[src/rtl/core/pps_ram.sv]
// Generic single-write, single-read RAM with registered read data.
`timescale 1ns / 1ps
`default_nettype none
module pps_ram #(
  parameter int unsigned WIDTH = 8,
  parameter int unsigned DEPTH = 16
) (
  input  wire logic                     clk_i,
  input  wire logic                     we_i,
  input  wire logic [$clog2(DEPTH)-1:0] waddr_i,
  input  wire logic [WIDTH-1:0]         wdata_i,
  input  wire logic                     re_i,
  input  wire logic [$clog2(DEPTH)-1:0] raddr_i,
  output logic      [WIDTH-1:0]         rdata_o
);

  logic [WIDTH-1:0] mem_q [DEPTH];

  always_ff @(posedge clk_i) begin
    if (we_i) begin
      mem_q[waddr_i] <= wdata_i;
    end
    if (re_i) begin
      rdata_o <= mem_q[raddr_i];
    end
  end

endmodule
`default_nettype wire

[config.mk]
export PLATFORM = sky130hd
export DESIGN_NAME = pps_ram
export DESIGN_NICKNAME = d
export VERILOG_FILES = /design/src/rtl/core/pps_ram.sv
export SDC_FILE = /design/constraint.sdc
export NUM_CORES = 1
export LEC_CHECK = 0
export BUFFER_PORTS_ARGS = -buffer_cell sky130_fd_sc_hd__buf_2
export CAP_MARGIN = 5
export CORE_MARGIN = 5
export CORE_UTILIZATION = 55
export CTS_CLUSTER_DIAMETER = 60
export CTS_CLUSTER_SIZE = 30
export DETAILED_ROUTE_END_ITERATION = 16
export HOLD_SLACK_MARGIN = 0.06
export PLACE_DENSITY = 0.7
export SETUP_SLACK_MARGIN = 0.4
export SYNTH_ARGS = -nofsm -noshare
export SYNTH_HDL_FRONTEND = slang
export SYNTH_SLANG_ARGS = --single-unit
[constraint.sdc]
create_clock -name clk_i -period 1.95 [get_ports clk_i]
set_input_delay 0.0975 -clock clk_i [delete_from_list [all_inputs] [get_ports clk_i]]
set_output_delay 0.0975 -clock clk_i [all_outputs]
set_load 0.005 [all_outputs]
* Word level (Yosys, flattened, before mapping)
Memories as Yosys holds them, arrays and structs flattened. A register that Yosys moved wholly into a read port is not among the register bits. Cells that the tools add are included.
Storage, ports and cells: bits of input ports 19, memories 1, bits in writable memories 128, register bits 0, logic and storage cells 3
Operators by class: multiplexer cells 2
Memory list:
- mem_q | words 16, bits a word 8, rd ports 1, clocked after Yosys merged registers in 1, wr ports 1, line 17 | logic [WIDTH-1:0] mem_q [DEPTH];
Operators by type and width (number):
- $mux 1 | 2

* Depth between registers and ports, before layout
word-level depth 2, depth in mapped cells 5, gate-level depth less buffers 3

* Least setup slack after synthesis
Ideal clock, no wire load.
path kind input -> register, from input waddr_i[2], to memory mem_q[0][0] (enable), slack 0.360 ns, required time 1.567 ns, buffers on the path 0, arrival 1.207 ns, stages 2, cells stage by stage or3b_2 nor3_1
RTL lines:
- from (decl) | line 10 | input wire logic [$clog2(DEPTH)-1:0] waddr_i,
- to (decl) | line 17
Straight into the memory's write port.

==> summary by stage <==
Outcome
The flow ran to the end, and the final reports show no timing, DRC or antenna violations.

Logic synthesis
Synthesis handed over a netlist of 229 instances. The synthesized area divided by synthesized cell count is 22.8 um2. The Yosys step of the flow raised 0 warnings. The synthesized cell area is 5230 um2. By area the synthesized netlist is led by sky130_fd_sc_hd__edfxtp_1 78%, sky130_fd_sc_hd__mux4_2 7.8%, sky130_fd_sc_hd__mux4_1 7.0%, sky130_fd_sc_hd__a22oi_1 2.3%, sky130_fd_sc_hd__nor2_1 0.93%. Summing the sequential cell areas from Yosys gives 78.1% of the chip area.

Counting instances in the post-synthesis netlist gives the leading cell types as 136 x sky130_fd_sc_hd__edfxtp_1, 18 x sky130_fd_sc_hd__mux4_2, 16 x sky130_fd_sc_hd__a22oi_1, 14 x sky130_fd_sc_hd__mux4_1, 13 x sky130_fd_sc_hd__nor2_1. In this run the biggest area consumer among cell types represents 78.1% of the synthesized area. In this run, distinct cell masters in the synthesized netlist total 18. Yosys mapped a number of flops with a built-in enable equal to 136. For this run, asynchronously set or reset flops after synthesis account for 0%. The number of nets in the synthesized netlist is 248. The dominant synthesized flop cell is sky130_fd_sc_hd__edfxtp_1.

The leading area contributor after synthesis is sky130_fd_sc_hd__edfxtp_1. The most instantiated library cell after synthesis is sky130_fd_sc_hd__edfxtp_1. The number of storage elements in the synthesis netlist is 136.

Pwr
For this design the total switching power over the nets is 1.32 mW. The switching fraction of total power is 19.7%. The fraction of power consumed by combinational cells is 4.8%. The internal portion of the total power is 5.38 mW. The leakage dissipation is 2.16 nW.

The peak ir drop on the vdd network is 0.603 mV. The power per unit of standard cell area is 1060 nW/um2. The relative contribution of the clock network to total power is 45.7%. The register share of total power is 49.5%.

Worst hold path
In this run the most critical hold path is launched from waddr_i[1]. Along the worst hold path, the cell count comes to 3. The path class of the tightest hold or removal check is input pin to flip-flop.

The hold path endpoint is mem_q[0][0].

Route
Wires add up to 10,100 um. The overall via count from detail_route is 2,543. The detail route stage leaves a number of antenna-violating nets equal to 0. After detailed routing, the number of vias per cell comes to 5.81. The total iterations of the first detailed-routing run is 4. The initial DRC count is 178. Dividing the detail-routed wire length by the instance count gives 23.2 um. The DRC violation count after routing is 0.

Floorplanning
The site row count is 35. The starting density of the core is 56.6%. During I/O placement, the number of pins put on the boundary was 27. In this run the horizontal extent of the chip is 107 um. Measured along the y axis, the die boundary spans 107 um. The die outline area is 11,600 um2. The total core area is 9240 um2.

Timing
The number of failing setup endpoints in the final timing report is 0. The worst slew margin relative to its limit is 72.3%. Clock skew on the completed layout was measured at 7.27 ps. The final critical delay including setup and external delays is 1490 ps.

The ratio of final minimum period to clock period is 76.2%. Adding up every negative setup slack in the final design gives 0 ps. Based on the critical path, the design can be clocked at up to 673 MHz. The count of pins over their slew limit is 0. The transition time at the pin with the least slew margin is 415 ps. The count of final hold-check violations is 0.

Setup repair after global routing left no endpoint under its margin.

Clock tree
TritonCTS created 17 clock buffers. After clock tree synthesis, the clock-pin slew on the worst setup and hold paths is 60 ps. No sink is reached through more buffers than the 2 on the longest clock path. The post-CTS repair timing setup buffer count is 0.

TritonCTS built the clock tree. The tree built by TritonCTS fans out to 136 sinks. The root cell of the clock tree is sky130_fd_sc_hd__clkbuf_8. The number of H-tree levels is 4. Clock latency on the worst-skew pair, taken at its later pin, is 500 ps.

Worst setup path
Walking the worst path, the cells encountered are mux4_1, a22oi_1, nand2_1. The data required time of the critical path is 2200 ps. The reg2reg setup slack is 460 ps. The sort of element at the start of the critical path is a flip-flop. The cell family contributing the most delay on the critical path is multiplexers. STA puts the critical path data arrival time at 1730 ps. The reg-to-reg startpoint is mem_q[5][0]. The critical path endpoint category is a flip-flop. The worst register-to-register path has a depth of 3. The buffering stage count on the worst path with inverters included is 0.

The endpoint identified for the worst register-to-register timing path is rdata_o[0]. For this design, the slowest cell found on the critical path is sky130_fd_sc_hd__mux4_1. The type of the worst setup path is flip-flop to flip-flop. The critical path crosses 3 cells after its start point. On the worst path, the slowest cell contributes a delay of 570 ps. In this run the worst path has a maximum fanout of 1.

Layout
The number of antenna diodes in the final layout is 0. The post-synthesis to final-layout area growth is 20.9%. The final layout contains 315 nets. The number of filler instances in the final layout is 557. Cells with a size suffix above 1 make up 32.0% of the layout. In the final layout, the multi-input gates occupy 1070 um2. The storage element area is 4080 um2.

The final cell count without fillers is 438.

Global route
Entering global routing, the biggest net connects 33 pins. The global-route wire length before repair is 15,500 um. The total global-route track usage is 19.1%. The number of antenna violations at the first check in global routing was 0.

The total overflow left after global routing is 0. The via count of the first global-routing pass was 2,581.

Placed design
The total instance count after detailed placement is 397. The half-perimeter wire length after detailed placement is 6270 um. The count of buffers added on input and output ports is 26. At the end of routability-driven placement, the weighted congestion stood at 0.733.

Job
The max-capacitance violation count is 0.
flip-flops by register name, summed over array words and instances, names as in the netlist:
name,count
mem_q,128
rdata_o,8
worst reg2reg max path: stages (launching register included):
cell and delay (ps):
sky130_fd_sc_hd__edfxtp_1 340, sky130_fd_sc_hd__mux4_1 570, sky130_fd_sc_hd__a22oi_1 210, sky130_fd_sc_hd__nand2_1 100
metrics by stage:
step           hold WS (ps)  total power, mW  instance area (um2)  util (%)  setup WS (ps)
2_1_floorplan           196             3.53                 5230         -            570
5_1_grt                 161             6.92                 6320      68.4            406
3_5_place_dp            486             3.68                 5650      61.1            310
4_1_cts                 136             6.74                 6310      68.3            454
6_report                157             6.70                 6320      68.4            463
3_3_place_gp            467             3.67                 5650      61.1            311
area by class of cell:
| class | count | share of cell area, % |
|---|---|---|
| Sequential cell | 136 | 64.6 |
| Multi-Input combinational cell | 83 | 16.9 |
| Timing Repair Buffer | 58 | 6.81 |
| Clock buffer | 19 | 6.67 |
| Tap cell | 129 | 2.55 |
| Clock inverter | 13 | 2.45 |
power by group through the flow:
stage	Combinational, mW	Sequential, mW	Clock, mW
floorplan	0.166	3.37	0
global placement	0.301	3.37	0
detailed placement	0.308	3.37	0
CTS	0.325	3.31	3.10
global route	0.350	3.32	3.25
finish	0.323	3.31	3.06
what timing repair did:
action	CTS	global route
gates resized for setup	0	1
hold buffers	9	0
hold endpoints to repair	136	0
setup endpoints to repair	0	1
worst max path at each step:
stage	end	slack (ps)	startpoint
after global routing	rdata_o[5]	410	mem_q[9][5]
final	rdata_o[0]	460	mem_q[5][0]
after CTS	rdata_o[3]	450	mem_q[10][3]
after detailed placement	rdata_o[0]	310	raddr_i[0]
after global placement	rdata_o[0]	310	raddr_i[0]
after floorplan	rdata_o[1]	570	raddr_i[0]
layout by cell type (no fill, tap or decap):
cell type and instances:
sky130_fd_sc_hd__nand3b_1 2, sky130_fd_sc_hd__mux4_1 14, sky130_fd_sc_hd__nand2b_1 2, sky130_fd_sc_hd__buf_2 26, sky130_fd_sc_hd__clkinvlp_4 2, sky130_fd_sc_hd__or3b_2 1, sky130_fd_sc_hd__buf_12 3, sky130_fd_sc_hd__and2b_1 1
sky130_fd_sc_hd__dlygate4sd3_1 9, sky130_fd_sc_hd__clkbuf_16 16, sky130_fd_sc_hd__mux4_2 18, sky130_fd_sc_hd__clkinv_2 4, sky130_fd_sc_hd__and2_1 1, sky130_fd_sc_hd__a22oi_2 1, sky130_fd_sc_hd__a22oi_1 15, sky130_fd_sc_hd__edfxtp_1 136
sky130_fd_sc_hd__nand2_1 9, sky130_fd_sc_hd__clkinv_1 1, sky130_fd_sc_hd__nor2b_1 1, sky130_fd_sc_hd__nor2_1 13, sky130_fd_sc_hd__clkbuf_8 1, sky130_fd_sc_hd__nand3_1 1, sky130_fd_sc_hd__nor3_1 3, sky130_fd_sc_hd__clkbuf_1 2
sky130_fd_sc_hd__buf_4 20, sky130_fd_sc_hd__clkinv_4 3, sky130_fd_sc_hd__bufinv_16 3, sky130_fd_sc_hd__nor3_2 1
kinds of logic (layout without fill, tap and decap cells):
group | count (synthesis) | in the layout | share of synthesized area [%]
DFF | 136 | 136 | 78.1
and+or+nand+nor | 35 | 35 | 3.14
AOI/OAI and AO/OA | 16 | 16 | 2.30
buffers and inverters | 10 | 90 | 1.65
muxes | 32 | 32 | 14.8
metal layers:
| metal | wire, um | up-vias | track usage (%) |
|---|---|---|---|
| met5 | 0 | - | 0 |
| met4 | 146 | 0 | 6.94 |
| met3 | 570 | 12 | 4.44 |
| met2 | 4960 | 93 | 28.3 |
| met1 | 4470 | 1322 | 28.1 |
| li1 | - | 1116 | - |
(Power assumes the default switching activity.)
